**src/hdl/fcbe_pkg.sv**
```systemverilog
// Shared types and constants of the front-coding block encoder.
// Depends on nothing; every other file of the block but fcbe_ram imports it.
package fcbe_pkg;

	localparam int MAX_WORD_BYTES_DEF = 32;
	localparam int LEN_W = 6;
	localparam int VALUE_W = 64;
	localparam int EPB_W = 16;
	localparam int COUNT_W = 32;

	localparam logic [EPB_W-1:0] EPB_RESET = 16'd16;

	localparam logic [1:0] STAT_OK = 2'd0;
	localparam logic [1:0] STAT_LONG = 2'd1;
	localparam logic [1:0] STAT_BIG = 2'd2;

	localparam logic [1:0] KIND_RANGE = 2'd2;
	localparam logic [1:0] KIND_BAD = 2'd3;

	typedef enum logic [7:0] {
		S_IDLE     = 8'b0000_0001,
		S_SCAN_RD  = 8'b0000_0010,
		S_SCAN_CMP = 8'b0000_0100,
		S_DECIDE   = 8'b0000_1000,
		S_STAT     = 8'b0001_0000,
		S_VAR      = 8'b0010_0000,
		S_BYTE_RD  = 8'b0100_0000,
		S_BYTE_OUT = 8'b1000_0000
	} fcbe_state_t;

	typedef enum logic [3:0] {
		PH_HDR1 = 4'b0001,
		PH_HDR2 = 4'b0010,
		PH_VAL  = 4'b0100,
		PH_RNG  = 4'b1000
	} fcbe_phase_t;

endpackage

```
**src/hdl/fcbe_in_if.sv**
```systemverilog
// Input channel of the encoder: one word byte plus frequency tag.
// Depends on fcbe_pkg.
interface fcbe_in_if import fcbe_pkg::*; ();
	logic valid;
	logic ready;
	logic [7:0] word_byte;
	logic byte_present;
	logic word_end;
	logic [1:0] freq_kind;
	logic [VALUE_W-1:0] freq_value;
	logic [VALUE_W-1:0] freq_range_end;

	modport source(output valid, word_byte, byte_present, word_end, freq_kind, freq_value,
		freq_range_end, input ready);
	modport sink(input valid, word_byte, byte_present, word_end, freq_kind, freq_value,
		freq_range_end, output ready);
endinterface

```
**src/hdl/fcbe_out_if.sv**
```systemverilog
// Output channel of the encoder: one encoded byte or status word.
// Depends on fcbe_pkg.
interface fcbe_out_if import fcbe_pkg::*; ();
	logic valid;
	logic ready;
	logic [7:0] out_byte;
	logic byte_valid;
	logic block_start;
	logic record_last;
	logic [1:0] status;
	logic [COUNT_W-1:0] entries_emitted;
	logic [LEN_W-1:0] longest_word;

	modport source(output valid, out_byte, byte_valid, block_start, record_last, status,
		entries_emitted, longest_word, input ready);
	modport sink(input valid, out_byte, byte_valid, block_start, record_last, status,
		entries_emitted, longest_word, output ready);
endinterface

```
**src/hdl/fcbe_cfg_if.sv**
```systemverilog
// Configuration write channel: entries_per_block.
// Depends on fcbe_pkg.
interface fcbe_cfg_if import fcbe_pkg::*; ();
	logic valid;
	logic ready;
	logic [EPB_W-1:0] data;

	modport source(output valid, data, input ready);
	modport sink(input valid, data, output ready);
endinterface

```
**src/hdl/fcbe_ram.sv**
```systemverilog
// Generic single-write, single-read RAM with registered read data.
// Standalone; no package needed.
module fcbe_ram #(
	parameter int WIDTH = 8,
	parameter int DEPTH = 32
) (
	input  logic clk,
	input  logic we,
	input  logic [(DEPTH > 1 ? $clog2(DEPTH) : 1)-1:0] waddr,
	input  logic [WIDTH-1:0] wdata,
	input  logic re,
	input  logic [(DEPTH > 1 ? $clog2(DEPTH) : 1)-1:0] raddr,
	output logic [WIDTH-1:0] rdata
);
	logic [WIDTH-1:0] mem [DEPTH];

	always_ff @(posedge clk) begin
		if (we)
			mem[waddr] <= wdata;
		if (re)
			rdata <= mem[raddr];
	end
endmodule

```
**src/hdl/front_coding_block_encoder_unit.sv**
```systemverilog
// Front-coding block encoder.
// word_in takes one byte of a sorted word per word; the word that carries
// word_end also carries the frequency tag. cfg writes entries_per_block and
// is always ready; write it only while the block is idle.
// rec_out delivers the encoded record one byte per word, record_last on its last;
// dropped words give one status word, duplicates give nothing.
// At word_end the block compares the word with the previous one byte by byte
// (a RAM read state, then a compare state, per shared byte), then emits one
// header or value byte per cycle while rec_out does not stall, and each suffix
// byte through a RAM read state and then an output state. word_in is not ready
// from word_end until the record's last word is loaded.
// Both word buffers live in RAMs with registered read data; the previous word is
// rewritten while the suffix streams out.
// Reset clears all counters and lengths; RAM contents need no clearing.
// A stall on rec_out holds the output register and freezes the sequencer in its output states.
// Depends on fcbe_pkg, the three channel interfaces and fcbe_ram.
module front_coding_block_encoder_unit import fcbe_pkg::*; #(
	parameter int MAX_WORD_BYTES = MAX_WORD_BYTES_DEF
) (
	input  logic clk,
	input  logic arst_n,
	fcbe_in_if.sink word_in,
	fcbe_out_if.source rec_out,
	fcbe_cfg_if.sink cfg
);
	localparam int AW = MAX_WORD_BYTES > 1 ? $clog2(MAX_WORD_BYTES) : 1;
	localparam logic [LEN_W-1:0] MAX_LEN = LEN_W'(MAX_WORD_BYTES);

	fcbe_state_t state_q;
	fcbe_phase_t phase_q;
	logic [EPB_W-1:0] epb_q, pos_q;
	logic [LEN_W-1:0] cur_len_q, prev_len_q, max_len_q, idx_q, ptr_q;
	logic ovf_q, has_prev_q, opens_q, first_q;
	logic [COUNT_W-1:0] count_q;
	logic [1:0] kind_q, stat_q;
	logic [VALUE_W-1:0] value_q, range_q, v_q;

	logic out_valid_q, out_bvalid_q, out_start_q, out_last_q;
	logic [7:0] out_byte_q;
	logic [1:0] out_stat_q;
	logic [COUNT_W-1:0] out_count_q;
	logic [LEN_W-1:0] out_long_q;

	logic in_acc, out_free, out_load, fits, ovf_now, rest_nz, dup, bad, opens_now;
	logic [LEN_W-1:0] lim, ptr_nx;
	logic [EPB_W:0] pos_inc;
	logic cur_we, cur_re, prev_we, prev_re;
	logic [7:0] cur_rdata, prev_rdata;

	assign word_in.ready = (state_q == S_IDLE);
	assign cfg.ready = 1'b1;
	assign in_acc = word_in.valid & word_in.ready;
	assign out_free = !out_valid_q || rec_out.ready;
	assign out_load = out_free &&
		(state_q == S_STAT || state_q == S_VAR || state_q == S_BYTE_OUT);
	assign fits = cur_len_q < MAX_LEN;
	assign ovf_now = ovf_q || (word_in.byte_present && !fits);
	assign lim = (cur_len_q < prev_len_q) ? cur_len_q : prev_len_q;
	assign rest_nz = |v_q[VALUE_W-1:7];
	assign dup = has_prev_q && (cur_len_q == prev_len_q) && (idx_q == cur_len_q);
	assign bad = (kind_q == KIND_BAD) || (|value_q[VALUE_W-1:VALUE_W-2]);
	assign opens_now = (pos_q == '0);
	assign ptr_nx = ptr_q + LEN_W'(1);
	assign pos_inc = {1'b0, pos_q} + (EPB_W+1)'(1);

	assign cur_we = in_acc && word_in.byte_present && fits;
	assign cur_re = (state_q == S_SCAN_RD && idx_q < lim) || state_q == S_BYTE_RD;
	assign prev_re = (state_q == S_SCAN_RD && idx_q < lim);
	assign prev_we = (state_q == S_BYTE_OUT) && out_free;

	fcbe_ram #(.WIDTH(8), .DEPTH(MAX_WORD_BYTES)) u_cur_ram (
		.clk(clk), .we(cur_we), .waddr(cur_len_q[AW-1:0]), .wdata(word_in.word_byte),
		.re(cur_re),
		.raddr(state_q == S_SCAN_RD ? idx_q[AW-1:0] : ptr_q[AW-1:0]),
		.rdata(cur_rdata)
	);

	fcbe_ram #(.WIDTH(8), .DEPTH(MAX_WORD_BYTES)) u_prev_ram (
		.clk(clk), .we(prev_we), .waddr(ptr_q[AW-1:0]), .wdata(cur_rdata),
		.re(prev_re), .raddr(idx_q[AW-1:0]), .rdata(prev_rdata)
	);

	assign rec_out.valid = out_valid_q;
	assign rec_out.out_byte = out_byte_q;
	assign rec_out.byte_valid = out_bvalid_q;
	assign rec_out.block_start = out_start_q;
	assign rec_out.record_last = out_last_q;
	assign rec_out.status = out_stat_q;
	assign rec_out.entries_emitted = out_count_q;
	assign rec_out.longest_word = out_long_q;

	// payload registers
	always_ff @(posedge clk) begin
		if (in_acc && word_in.word_end) begin
			kind_q <= word_in.freq_kind;
			value_q <= word_in.freq_value;
			range_q <= word_in.freq_range_end;
		end
	end

	always_ff @(posedge clk or negedge arst_n) begin
		if (!arst_n) begin
			state_q <= S_IDLE;
			phase_q <= PH_HDR1;
			epb_q <= EPB_RESET;
			pos_q <= '0;
			cur_len_q <= '0;
			prev_len_q <= '0;
			max_len_q <= '0;
			idx_q <= '0;
			ptr_q <= '0;
			ovf_q <= 1'b0;
			has_prev_q <= 1'b0;
			opens_q <= 1'b0;
			first_q <= 1'b0;
			count_q <= '0;
			stat_q <= STAT_OK;
			v_q <= '0;
			out_valid_q <= 1'b0;
			out_bvalid_q <= 1'b0;
			out_start_q <= 1'b0;
			out_last_q <= 1'b0;
			out_byte_q <= '0;
			out_stat_q <= STAT_OK;
			out_count_q <= '0;
			out_long_q <= '0;
		end else begin
			if (cfg.valid)
				epb_q <= cfg.data;
			if (out_load)
				out_valid_q <= 1'b1;
			else if (rec_out.ready)
				out_valid_q <= 1'b0;

			case (state_q)
				S_IDLE: begin
					if (in_acc) begin
						if (word_in.byte_present && fits)
							cur_len_q <= cur_len_q + LEN_W'(1);
						if (word_in.byte_present && !fits)
							ovf_q <= 1'b1;
						if (word_in.word_end) begin
							idx_q <= '0;
							if (ovf_now) begin
								stat_q <= STAT_LONG;
								state_q <= S_STAT;
							end else begin
								state_q <= S_SCAN_RD;
							end
						end
					end
				end
				S_SCAN_RD: begin
					state_q <= (idx_q < lim) ? S_SCAN_CMP : S_DECIDE;
				end
				S_SCAN_CMP: begin
					if (cur_rdata == prev_rdata) begin
						idx_q <= idx_q + LEN_W'(1);
						state_q <= S_SCAN_RD;
					end else begin
						state_q <= S_DECIDE;
					end
				end
				S_DECIDE: begin
					if (dup) begin
						cur_len_q <= '0;
						ovf_q <= 1'b0;
						state_q <= S_IDLE;
					end else if (bad) begin
						stat_q <= STAT_BIG;
						state_q <= S_STAT;
					end else begin
						opens_q <= opens_now;
						first_q <= opens_now;
						ptr_q <= opens_now ? '0 : idx_q;
						v_q <= opens_now ? VALUE_W'(cur_len_q) : VALUE_W'(idx_q);
						phase_q <= PH_HDR1;
						count_q <= count_q + COUNT_W'(1);
						if (cur_len_q > max_len_q)
							max_len_q <= cur_len_q;
						state_q <= S_VAR;
					end
				end
				S_STAT: begin
					if (out_free) begin
						out_byte_q <= '0;
						out_bvalid_q <= 1'b0;
						out_start_q <= 1'b0;
						out_last_q <= 1'b1;
						out_stat_q <= stat_q;
						out_count_q <= count_q;
						out_long_q <= max_len_q;
						cur_len_q <= '0;
						ovf_q <= 1'b0;
						state_q <= S_IDLE;
					end
				end
				S_VAR: begin
					if (out_free) begin
						out_byte_q <= {rest_nz, v_q[6:0]};
						out_bvalid_q <= 1'b1;
						out_start_q <= first_q;
						out_last_q <= !rest_nz && (phase_q == PH_RNG ||
							(phase_q == PH_VAL && kind_q != KIND_RANGE));
						out_stat_q <= STAT_OK;
						out_count_q <= count_q;
						out_long_q <= max_len_q;
						first_q <= 1'b0;
						if (rest_nz) begin
							v_q <= v_q >> 7;
						end else begin
							case (phase_q)
								PH_HDR1, PH_HDR2: begin
									if (phase_q == PH_HDR1 && !opens_q) begin
										phase_q <= PH_HDR2;
										v_q <= VALUE_W'(cur_len_q - ptr_q);
									end else if (ptr_q < cur_len_q) begin
										state_q <= S_BYTE_RD;
									end else begin
										phase_q <= PH_VAL;
										v_q <= {value_q[VALUE_W-3:0], kind_q};
									end
								end
								PH_VAL: begin
									if (kind_q == KIND_RANGE) begin
										phase_q <= PH_RNG;
										v_q <= range_q;
									end else begin
										prev_len_q <= cur_len_q;
										has_prev_q <= 1'b1;
										pos_q <= (pos_inc >= {1'b0, epb_q}) ? '0 : pos_inc[EPB_W-1:0];
										cur_len_q <= '0;
										ovf_q <= 1'b0;
										state_q <= S_IDLE;
									end
								end
								PH_RNG: begin
									prev_len_q <= cur_len_q;
									has_prev_q <= 1'b1;
									pos_q <= (pos_inc >= {1'b0, epb_q}) ? '0 : pos_inc[EPB_W-1:0];
									cur_len_q <= '0;
									ovf_q <= 1'b0;
									state_q <= S_IDLE;
								end
								default: state_q <= S_IDLE;
							endcase
						end
					end
				end
				S_BYTE_RD: begin
					state_q <= S_BYTE_OUT;
				end
				S_BYTE_OUT: begin
					// copy the byte into the previous-word RAM as it leaves
					if (out_free) begin
						out_byte_q <= cur_rdata;
						out_bvalid_q <= 1'b1;
						out_start_q <= first_q;
						out_last_q <= 1'b0;
						out_stat_q <= STAT_OK;
						out_count_q <= count_q;
						out_long_q <= max_len_q;
						first_q <= 1'b0;
						ptr_q <= ptr_nx;
						if (ptr_nx < cur_len_q) begin
							state_q <= S_BYTE_RD;
						end else begin
							phase_q <= PH_VAL;
							v_q <= {value_q[VALUE_W-3:0], kind_q};
							state_q <= S_VAR;
						end
					end
				end
				default: state_q <= S_IDLE;
			endcase
		end
	end
endmodule

```
**src/flat_wrapper.sv**
```systemverilog
// flat-port wrapper written by rule: the top's interface ports become plain ports
module front_coding_block_encoder_unit_flat import fcbe_pkg::*;
#(
	parameter int MAX_WORD_BYTES = MAX_WORD_BYTES_DEF
)
  (clk, arst_n, word_in_valid, word_in_word_byte, word_in_byte_present, word_in_word_end, word_in_freq_kind, word_in_freq_value, word_in_freq_range_end, word_in_ready, rec_out_valid, rec_out_out_byte, rec_out_byte_valid, rec_out_block_start, rec_out_record_last, rec_out_status, rec_out_entries_emitted, rec_out_longest_word, rec_out_ready, cfg_valid, cfg_data, cfg_ready);
  fcbe_in_if word_in_i ();
  fcbe_out_if rec_out_i ();
  fcbe_cfg_if cfg_i ();
  input  logic clk;
  input  logic arst_n;
  input wire logic [$bits(word_in_i.valid)-1:0] word_in_valid;
  input wire logic [$bits(word_in_i.word_byte)-1:0] word_in_word_byte;
  input wire logic [$bits(word_in_i.byte_present)-1:0] word_in_byte_present;
  input wire logic [$bits(word_in_i.word_end)-1:0] word_in_word_end;
  input wire logic [$bits(word_in_i.freq_kind)-1:0] word_in_freq_kind;
  input wire logic [$bits(word_in_i.freq_value)-1:0] word_in_freq_value;
  input wire logic [$bits(word_in_i.freq_range_end)-1:0] word_in_freq_range_end;
  output wire logic [$bits(word_in_i.ready)-1:0] word_in_ready;
  output wire logic [$bits(rec_out_i.valid)-1:0] rec_out_valid;
  output wire logic [$bits(rec_out_i.out_byte)-1:0] rec_out_out_byte;
  output wire logic [$bits(rec_out_i.byte_valid)-1:0] rec_out_byte_valid;
  output wire logic [$bits(rec_out_i.block_start)-1:0] rec_out_block_start;
  output wire logic [$bits(rec_out_i.record_last)-1:0] rec_out_record_last;
  output wire logic [$bits(rec_out_i.status)-1:0] rec_out_status;
  output wire logic [$bits(rec_out_i.entries_emitted)-1:0] rec_out_entries_emitted;
  output wire logic [$bits(rec_out_i.longest_word)-1:0] rec_out_longest_word;
  input wire logic [$bits(rec_out_i.ready)-1:0] rec_out_ready;
  input wire logic [$bits(cfg_i.valid)-1:0] cfg_valid;
  input wire logic [$bits(cfg_i.data)-1:0] cfg_data;
  output wire logic [$bits(cfg_i.ready)-1:0] cfg_ready;
  assign word_in_i.valid = word_in_valid;
  assign word_in_i.word_byte = word_in_word_byte;
  assign word_in_i.byte_present = word_in_byte_present;
  assign word_in_i.word_end = word_in_word_end;
  assign word_in_i.freq_kind = word_in_freq_kind;
  assign word_in_i.freq_value = word_in_freq_value;
  assign word_in_i.freq_range_end = word_in_freq_range_end;
  assign word_in_ready = word_in_i.ready;
  assign rec_out_valid = rec_out_i.valid;
  assign rec_out_out_byte = rec_out_i.out_byte;
  assign rec_out_byte_valid = rec_out_i.byte_valid;
  assign rec_out_block_start = rec_out_i.block_start;
  assign rec_out_record_last = rec_out_i.record_last;
  assign rec_out_status = rec_out_i.status;
  assign rec_out_entries_emitted = rec_out_i.entries_emitted;
  assign rec_out_longest_word = rec_out_i.longest_word;
  assign rec_out_i.ready = rec_out_ready;
  assign cfg_i.valid = cfg_valid;
  assign cfg_i.data = cfg_data;
  assign cfg_ready = cfg_i.ready;
  front_coding_block_encoder_unit #(.MAX_WORD_BYTES(MAX_WORD_BYTES)) u_core (.clk(clk), .arst_n(arst_n), .word_in(word_in_i), .rec_out(rec_out_i), .cfg(cfg_i));
endmodule
```
**config.mk**
```make
export PLATFORM = sky130hd
export DESIGN_NAME = front_coding_block_encoder_unit_flat
export DESIGN_NICKNAME = d
export VERILOG_FILES = /design/src/hdl/fcbe_pkg.sv /design/src/hdl/fcbe_in_if.sv /design/src/hdl/fcbe_out_if.sv /design/src/hdl/fcbe_cfg_if.sv /design/src/hdl/fcbe_ram.sv /design/src/hdl/front_coding_block_encoder_unit.sv /design/src/flat_wrapper.sv
export SDC_FILE = /design/constraint.sdc
export NUM_CORES = 1
export LEC_CHECK = 0
export BUFFER_PORTS_ARGS = -buffer_cell sky130_fd_sc_hd__buf_4
export CORE_MARGIN = 10
export CORE_UTILIZATION = 40
export CTS_BUF_LIST = sky130_fd_sc_hd__clkbuf_4 sky130_fd_sc_hd__clkbuf_8 sky130_fd_sc_hd__clkbuf_16
export DETAILED_ROUTE_END_ITERATION = 16
export RECOVER_POWER = 50
export SYNTH_ARGS = -nofsm -noshare
export SYNTH_HDL_FRONTEND = slang
export SYNTH_SLANG_ARGS = --single-unit
```
**constraint.sdc**
```tcl
create_clock -name clk -period 7 [get_ports clk]
set_input_delay 1.05 -clock clk [delete_from_list [all_inputs] [get_ports clk]]
set_output_delay 1.05 -clock clk [all_outputs]
set_load 0.05 [all_outputs]
```
Word level (Yosys, flattened, before mapping) --
Memories as Yosys holds them, arrays and structs flattened. A register that Yosys moved wholly into a read port is not among the register bits. Index checks and enable logic that the tools add are counted.
Word-level totals: flip-flop bits (word level) 358, input port bits 161, memory bits (writable) 512, word-level logic and storage cells 250, memories 2, output and inout bits 54
Memories:
- u_core.u_cur_ram.mem | depth 32, width 8, rd ports 1, clocked after memory_dff 1, wr ports 1, line fcbe_ram.sv:15 | logic [WIDTH-1:0] mem [DEPTH];
- u_core.u_prev_ram.mem | depth 32, width 8, rd ports 1, clocked after memory_dff 1, wr ports 1, line fcbe_ram.sv:15
Operators by class: reduce and logical (&&, ||, !) cells 55, eq/ne operators 45, $add $sub $neg 6, $lt $le $gt $ge 7, multiplexer cells 104, bitwise operators 4
Operators with widths (number):
- $mux W64 | 9
- $pmux W64 S3 | 1
- $pmux W64 S2 | 1
- $mux W6 | 18
- $mux W8 | 13
- $pmux W8 S8 | 1
- $reduce_or A57 Y1 | 1
- $pmux W6 S2 | 4
- $mux W4 | 11
- $reduce_and A9 Y1 | 4
- $add A32 B1 Y32 const B | 1
- $mux W16 | 2
- $pmux W16 S2 | 1
- $lt A6 B6 Y1 | 4
- $pmux W6 S4 | 1
- $pmux W8 S3 | 1
- $ne A2 B2 Y1 const B | 11
- $reduce_and A4 Y1 | 5
- $mux W1 | 19
- $add A6 B1 Y6 const B | 3
- $ne A3 B3 Y1 const B | 6
- $add A16 B1 Y17 const B | 1
- $ge A17 B16 Y1 | 1
- $logic_not A16 Y1 | 1
- 47 further kinds | 101

Longest topological paths before layout --
Gate-level depths: netlist of the first run.
depth after elaboration 8, mapped depth 15, gate-level depth less buffers 14

Modules after synthesis --
A second synthesis of the first run with hierarchy kept.
Second synthesis, totals: cell total of the unflattened synthesis 2462, area total of the unflattened synthesis 37205.7 µm²
Modules (own cells, without submodules):
- fcbe_ram | area an instance 10133.5 µm², cells each 417, times used 2, seq. area each 7927.6 µm²
- front_coding_block_encoder_unit | area an instance 16938.7 µm², cells each 1628, times used 1, seq. area each 9613.0 µm²

Least setup slack after synthesis of the first run --
No wires, ideal clock.
kind reg-to-reg, start point register u_core.state_q[5], end point register u_core.idx_q[0], clock period less this slack 7465 ps, setup time 144 ps, setup slack -465 ps, cell stages (with the launch flop) 7, required time 6856 ps, buffers on the path 1, data arrival time 7321 ps, cell sequence dfrtp_1 buf_2 nor4_4 nand3_1 nor2_1 nand3b_1 o21ai_0
Between the ends: word-level cells in the longest chain between the ends 4, elaborated cells between the ends (all ways) 9, those cells by class 5 x eq/ne; 1 x mux; 1 x bitwise; 2 x reduce/logical
Ends and longest elaborated chain:
- start, declared | line front_coding_block_encoder_unit.sv:29 | fcbe_state_t state_q;
- start signal, assigned | line front_coding_block_encoder_unit.sv:154 | state_q <= (idx_q < lim) ? S_SCAN_CMP : S_DECIDE;
- $eq A8 B1 Y1 | line front_coding_block_encoder_unit.sv:50, front_coding_block_encoder_unit.sv:135
- $and A1 B1 Y1 | line front_coding_block_encoder_unit.sv:52 | assign in_acc = word_in.valid & word_in.ready;
- $ne A2 B2 Y1 (no source line)
- $reduce_and A4 Y1 (no source line)
- end signal, assigned | line front_coding_block_encoder_unit.sv:158 | idx_q <= idx_q + LEN_W'(1);
- end, declared | line front_coding_block_encoder_unit.sv:32 | logic [LEN_W-1:0] cur_len_q, prev_len_q, max_len_q, idx_q, ptr_q;
Parallel ways exist; a longest one is shown, timed or not. A chain may end at the register's enable or synchronous reset.

Final worst setup path of the first run --
start point register u_core.state_q[5], end point register u_core.u_cur_ram.rdata[3], read port of u_core.u_cur_ram.mem, data pin
Between the ends: word-level cells in the longest chain between the ends 3, elaborated cells between the ends (all ways) 5, those cells by class 2 x eq/ne; 1 x mux; 2 x reduce/logical
Ends and longest elaborated chain:
- $eq A8 B2 Y1 | line front_coding_block_encoder_unit.sv:67, front_coding_block_encoder_unit.sv:74
- $logic_and A1 B1 Y1 | line front_coding_block_encoder_unit.sv:67 | assign cur_re = (state_q == S_SCAN_RD && idx_q < lim) || state_q == S_BYTE_RD;
- $logic_or A1 B1 Y1 | line front_coding_block_encoder_unit.sv:67
- end, declared | line fcbe_ram.sv:13 | output logic [WIDTH-1:0] rdata
Parallel ways exist; a longest one is shown, timed or not.

==> impl_metrics.env, run 1 <==
export IMPL_status="finished with violations"
export IMPL_violations="max-capacitance violations, max-slew violations"
export IMPL_fin_nets=3209
export IMPL_drv_slew=591
export IMPL_drv_cap=17
export IMPL_slew_headroom=-0.954
export IMPL_power_density_nw_per_um2=386
export IMPL_arrival_ns=4.57
export IMPL_ant_nets=0
export IMPL_synthTopCellsByCount="658 x edfxtp_1, 465 x nand2_1, 225 x dfrtp_1"
export IMPL_final_area_um2=43500
export IMPL_port_buffers=213
export IMPL_fillers=8242
export IMPL_grt_pass1_vias=24700
export IMPL_crit_type="reg2reg"
export IMPL_crit_chain="nor4_4 > nand3_1 > buf_4 > mux2i_4 > buf_4 > mux2i_1 > a32oi_1 > a31oi_1 > nor4_1"
export IMPL_instances_no_fill=4318
export IMPL_synth_most_common_cell="edfxtp_1"
export IMPL_syn_avg_cell_area_um2=13.5
export IMPL_via_per_inst=5.65
export IMPL_start_util=0.404
export IMPL_synthCells=2799
export IMPL_area_growth_pct=15.3
export IMPL_post_place_cells=4150
export IMPL_synth_edf_count=658
export IMPL_clock_fmax_mhz=239
export IMPL_p_leak_nw=15.5
export IMPL_finClkSkew_ns=0.0266
export IMPL_synth_cell_types=78
export IMPL_drive_gt1_frac=0.160
export IMPL_worstRegToRegCells=9
export IMPL_max_stage_delay_ns=0.99
export IMPL_cts_htree_levels=3
export IMPL_grt_overflow=0
export IMPL_grtUsageTotal=0.185
export IMPL_cts_resized=0
export IMPL_crit_path_top_delay_cell="mux2i_4"
export IMPL_ys_ff_latch=886
export IMPL_clk_path_buf_depth=3
export IMPL_hold_path_class="reg2reg"
export IMPL_path_clk_slew_ns=0.06
export IMPL_crit_family="multiplexers"
export IMPL_postCtsSetupBuffers=0
export IMPL_placed_area_um2=40600
export IMPL_row_count=112
export IMPL_diodes=0
export IMPL_drt_initial_drc_count=2241
export IMPL_num_io_pins=215
export IMPL_drc=0
export IMPL_syn_area_um2=37700
export IMPL_die_height_um=327
export IMPL_grt_pass1_wl_um=153000
export IMPL_dieWidth_um=327
export IMPL_crit_fanout=33
export IMPL_multi_input_comb_area_um2=11400
export IMPL_antenna_found_initial=2
export IMPL_grt_setup_unrepaired="false"
export IMPL_ys_warn_count=0
export IMPL_reg2reg_from="u_core.state_q[5]"
export IMPL_ir_worst_vdd_mv=0.322
export IMPL_cts_hold_buf=0
export IMPL_cts_root_buffer="clkbuf_16"
export IMPL_ff_latch_area_um2=25500
export IMPL_hold_depth=1
export IMPL_coreArea_um2=93500
export IMPL_crit_top_cell="buf_4"
export IMPL_fin_crit_ns=4.18
export IMPL_yosysTopAreaCellShare=0.524
export IMPL_synth_nets=3018
export IMPL_critPathBufInv=2
export IMPL_cts_tree="yes"
export IMPL_worstSetupStartpointType="register"
export IMPL_die_area_um2=107000
export IMPL_gp_congestion=0.890
export IMPL_first_pass_iters=5
export IMPL_cp_required_ns=7.39
export IMPL_r2r_end="u_core.u_cur_ram.rdata[3]"
export IMPL_r2r_slack_ns=2.82
export IMPL_tightest_slew_ns=2.93
export IMPL_worst_skew_pair_late_latency_ns=0.67
export IMPL_wl_um=101000
export IMPL_report_final_hold_viol_count=0
export IMPL_place_hpwl_um=66900
export IMPL_netlist_top_cells_area="edfxtp_1 52%, dfrtp_1 15%, mux4_2 4.8%"
export IMPL_end_kind="register"
export IMPL_yosysSeqAreaShare=0.675
export IMPL_async_flop_share=0.257
export IMPL_cts_made_buffers=92
export IMPL_holdPathEnd="u_core.count_q[31]"
export IMPL_dr_total_vias=24400
export IMPL_synth_ff_type="edfxtp_1"
export IMPL_hp_start="u_core.count_q[31]"
export IMPL_synth_top_area_cell="edfxtp_1"
export IMPL_post_route_period_util=0.596
export IMPL_wl_per_cell_um=23.4
export IMPL_finalSetupViolations=0
export IMPL_numClockSinks=886
export IMPL_grt_max_degree=183
export IMPL_fin_setup_tns_ns=0
through the flow:
step                      hold WS [ns]  utilization  total power [mW]  setup WS, ns
after floorplan                  0.435            -              9.97          1.79
after global placement           0.460        0.435              11.7          2.92
after detailed placement         0.453        0.435              11.8          2.86
after CTS                        0.286        0.468              16.9          2.87
after global routing             0.477        0.465              17.6          2.53
final                            0.464        0.465              16.8          2.82
per-layer routing:
metal	track usage	vias to the layer above	wire, um
li1	-	10900	-
met4	0.0568	4	2690
met2	0.309	902	49800
met5	0	-	23
met1	0.242	12400	41600
met3	0.0348	178	7040
worst max-delay path by stage:
| stage | from | end | slack (ns) | cells after the start |
|---|---|---|---|---|
| 3_5_place_dp | u_core.state_q[5] | u_core.u_cur_ram.rdata[3] | 2.86 | 9 |
| 3_3_place_gp | u_core.state_q[5] | u_core.u_cur_ram.rdata[3] | 2.92 | 9 |
| 5_1_grt | u_core.state_q[5] | u_core.u_cur_ram.rdata[3] | 2.53 | 9 |
| 6_report | u_core.state_q[5] | u_core.u_cur_ram.rdata[3] | 2.82 | 9 |
| 2_1_floorplan | u_core.state_q[5] | u_core.idx_q[0] | 1.79 | 6 |
| 4_1_cts | u_core.state_q[5] | u_core.u_cur_ram.rdata[3] | 2.87 | 9 |
report_power, final:
group	internal, mW	switching (mW)
registers	6.14	0.467
logic	1.65	3.51
clock network	2.95	2.06
total	10.7	6.05
sequential cells by signal, indices dropped and copies added, names as in the netlist, 16 cells and up:
| signal | count |
|---|---|
| u_core.u_prev_ram.mem | 256 |
| u_core.rec_out.entries_emitted | 32 |
| u_core.u_cur_ram.mem | 256 |
| u_core.epb_q | 16 |
| u_core.count_q | 32 |
| u_core.pos_q | 16 |
| u_core.value_q | 64 |
| u_core.v_q | 64 |
| u_core.range_q | 64 |
layout by cell type, fill, tap and decap left out, types with 10 or more instances in the layout:
cell type    n
buf_4       81
inv_1       53
nor3_1      22
edfxtp_1   658
xnor2_1     40
nor2_1     156
ha_1        57
a31oi_1     40
and3_1      13
xor2_1      30
a221oi_1    61
clkbuf_16   93
nand4_1     16
nand2_1    464
mux4_2      80
a32oi_1     33
nor2b_1     12
mux2_2      35
o21ai_1     31
clkinv_1    11
nand2b_1    10
nand3_1    112
mux2i_1     36
o21ai_0    114
dfrtp_1    223
a21o_1      15
o211ai_1    64
a21oi_1    102
clkbuf_1    73
nor4_1      27
clkbuf_4   120
clkinv_2    15
o21a_1      10
o31ai_1     10
and2_1      11
cell type report:
type                       instances  share of cell area
sequential                       886               0.586
multi-input combinational       1701               0.263
clock buffer                     123              0.0596
timing repair buffer             252              0.0378
tap                             1254              0.0361
clock inverter                    45              0.0127
inverter                          57             0.00492
logic make-up after synthesis:
family / share of synthesized area
AND/OR/NAND/NOR: 0.105
AO/OA/AOI/OAI: 0.0915
adder cells (fa/ha/maj): 0.0194
buffers and inverters: 0.0231
other: 0.0000994
XOR/XNOR: 0.0163
multiplexers: 0.0695
flip-flops: 0.675
Power figures use the tool's default switching activity.
==> inputs of run 2 (changes only) <==
==> constraint.sdc (replaced) <==
create_clock -name clk -period 4 [get_ports clk]
set_input_delay 0.6 -clock clk [delete_from_list [all_inputs] [get_ports clk]]
set_output_delay 0.6 -clock clk [all_outputs]
set_load 0.05 [all_outputs]
==> impl_metrics.env, run 2 (synthesis gave the netlist of run 1 again) <==
export IMPL_grt_setup_unrepaired="false"
export IMPL_status="finished with violations"
export IMPL_die_height_um=327
export IMPL_grtUsageTotal=0.182
export IMPL_dr_total_vias=24600
export IMPL_drc=0
export IMPL_cp_required_ns=4.27
export IMPL_ant_nets=0
export IMPL_clk_path_buf_depth=3
export IMPL_report_final_hold_viol_count=0
export IMPL_crit_fanout=9
export IMPL_power_density_nw_per_um2=668
export IMPL_clock_fmax_mhz=265
export IMPL_via_per_inst=5.58
export IMPL_cts_root_buffer="clkbuf_16"
export IMPL_fillers=8181
export IMPL_cts_tree="yes"
export IMPL_fin_crit_ns=3.77
export IMPL_post_route_period_util=0.942
export IMPL_grt_pass1_wl_um=152000
export IMPL_final_area_um2=44300
export IMPL_largestRegisters="u_core.u_cur_ram.mem: 256 flops, u_core.u_prev_ram.mem: 256 flops"
export IMPL_intPower_mw=19.0
export IMPL_postCtsSetupBuffers=0
export IMPL_num_io_pins=215
export IMPL_clockPowerShare=0.295
export IMPL_dieWidth_um=327
export IMPL_wl_per_cell_um=22.6
export IMPL_finalSetupViolations=0
export IMPL_drv_slew=592
export IMPL_area_growth_pct=17.4
export IMPL_hold_path_class="in2reg"
export IMPL_grt_overflow=0
export IMPL_switching_power_mw=10.6
export IMPL_highest_signal_layer="met5"
export IMPL_path_clk_slew_ns=0.07
export IMPL_drt_initial_drc_count=2496
export IMPL_coreArea_um2=93500
export IMPL_holdPathEnd="u_core.value_q[12]"
export IMPL_numClockSinks=886
export IMPL_r2r_slack_ns=0.23
export IMPL_r2r_end="u_core.u_cur_ram.mem[15][5]"
export IMPL_p_comb_frac=0.317
export IMPL_p_leak_nw=16.0
export IMPL_wl_um=99600
export IMPL_antenna_found_initial=3
export IMPL_slew_headroom=-0.567
export IMPL_hp_start="word_in_freq_value[12]"
export IMPL_violations="max-capacitance violations, max-slew violations"
export IMPL_startpoint="u_core.state_q[5]"
export IMPL_grt_max_degree=93
export IMPL_arrival_ns=4.04
export IMPL_wl_met1_um=42200
export IMPL_routed_wl_met2_um=47700
export IMPL_first_pass_iters=6
export IMPL_gp_congestion=0.844
export IMPL_grt_pass1_vias=25000
export IMPL_fin_setup_tns_ns=0
export IMPL_cts_made_buffers=92
export IMPL_finClkSkew_ns=0.0190
export IMPL_placed_area_um2=41400
export IMPL_drv_cap=16
export IMPL_reg2reg_from="u_core.state_q[5]"
export IMPL_tightest_slew_ns=2.35
export IMPL_row_count=112
export IMPL_switching_share=0.360
export IMPL_place_hpwl_um=66700
export IMPL_end_kind="register"
export IMPL_final_cell_mix="658 x edfxtp_1, 464 x nand2_1, 223 x dfrtp_1, 156 x nor2_1, 151 x buf_4"
export IMPL_ir_worst_vdd_mv=0.898
export IMPL_p_seq_frac=0.388
export IMPL_fin_nets=3294
export IMPL_hold_depth=1
export IMPL_final_common_cell="edfxtp_1"
export IMPL_crit_type="reg2reg"
export IMPL_worstSetupStartpointType="register"
export IMPL_port_buffers=213
export IMPL_die_area_um2=107000
export IMPL_worstRegToRegCells=7
export IMPL_start_util=0.404
export IMPL_wl_met3_um=7010
export IMPL_cts_htree_levels=3
export IMPL_drive_gt1_frac=0.188
export IMPL_worst_skew_pair_late_latency_ns=0.66
-- run 2: cell types whose count changed in the layout (fill, tap and decap cells not counted), moves of 5 or more --
cell,change
clkbuf_4,+7
clkbuf_8,-5
clkinv_2,+5
clkinvlp_4,+6
clkbuf_1,-13
buf_4,+70
buf_12,+9
-- run 2: power by group through the flow --
stage	Combinational (mW)	Sequential (mW)	Clock [mW]
2_1_floorplan	5.53	11.5	0
6_report	9.37	11.5	8.75
5_1_grt	10.2	11.6	9.32
3_3_place_gp	9.16	11.6	0
3_5_place_dp	9.29	11.6	0
4_1_cts	9.34	11.5	8.95
-- run 2: repair_timing --
action / in CTS / in global routing
setup endpoints to repair: 0 / 2
gates resized for setup: 0 / 1
endpoints found under the hold margin: 33 / 0
hold buffers: 1 / 0
-- run 2: worst max path at each step --
stage,cells past startpoint,end
after global placement,13,u_core.u_prev_ram.rdata[4]
after floorplan,6,u_core.idx_q[0]
after global routing,12,u_core.pos_q[7]
after detailed placement,12,u_core.pos_q[0]
final,7,u_core.u_cur_ram.mem[15][5]
after CTS,12,u_core.pos_q[0]
-- run 2: worst max-delay path, stage by stage, from the launching register on --
cell and delay (ns):
dfrtp_1 0.50, nor4_4 0.59, nand3_1 0.34, inv_2 0.19, nand2_1 0.11, nor2_1 0.46
nand2_1 0.50, nor2_1 0.71
-- run 2: routing by layer --
metal	vias up	GRT usage
met4	4	0.0584
met1	12500	0.243
li1	11100	-
met5	-	0
met3	161	0.0395
met2	814	0.295
-- run 2: metrics by stage --
stage	hold WS [ns]	setup slack (ns)	power [mW]	instances	utilization
finish	0.138	0.230	29.6	4407	0.474
global route	0.108	0.0901	31.1	4407	0.474
CTS	0.0774	0.365	29.7	4406	0.476
detailed placement	0.461	0.372	20.9	4234	0.443
global placement	0.465	0.396	20.8	4234	0.443
floorplan	0.304	0.257	17.1	2799	-
-- run 2: cell type report --
class / count / area (um2) / share of cell area
Tap cell: 1254 / 1570 / 0.0354
Timing Repair Buffer: 337 / 2440 / 0.0551
Inverter: 57 / 214 / 0.00483
Antenna cell: 1 / 2.50 / 0.0000565
Multi-Input combinational cell: 1701 / 11500 / 0.259
Clock buffer: 111 / 2520 / 0.0569
Clock inverter: 60 / 601 / 0.0136
Sequential cell: 886 / 25500 / 0.575
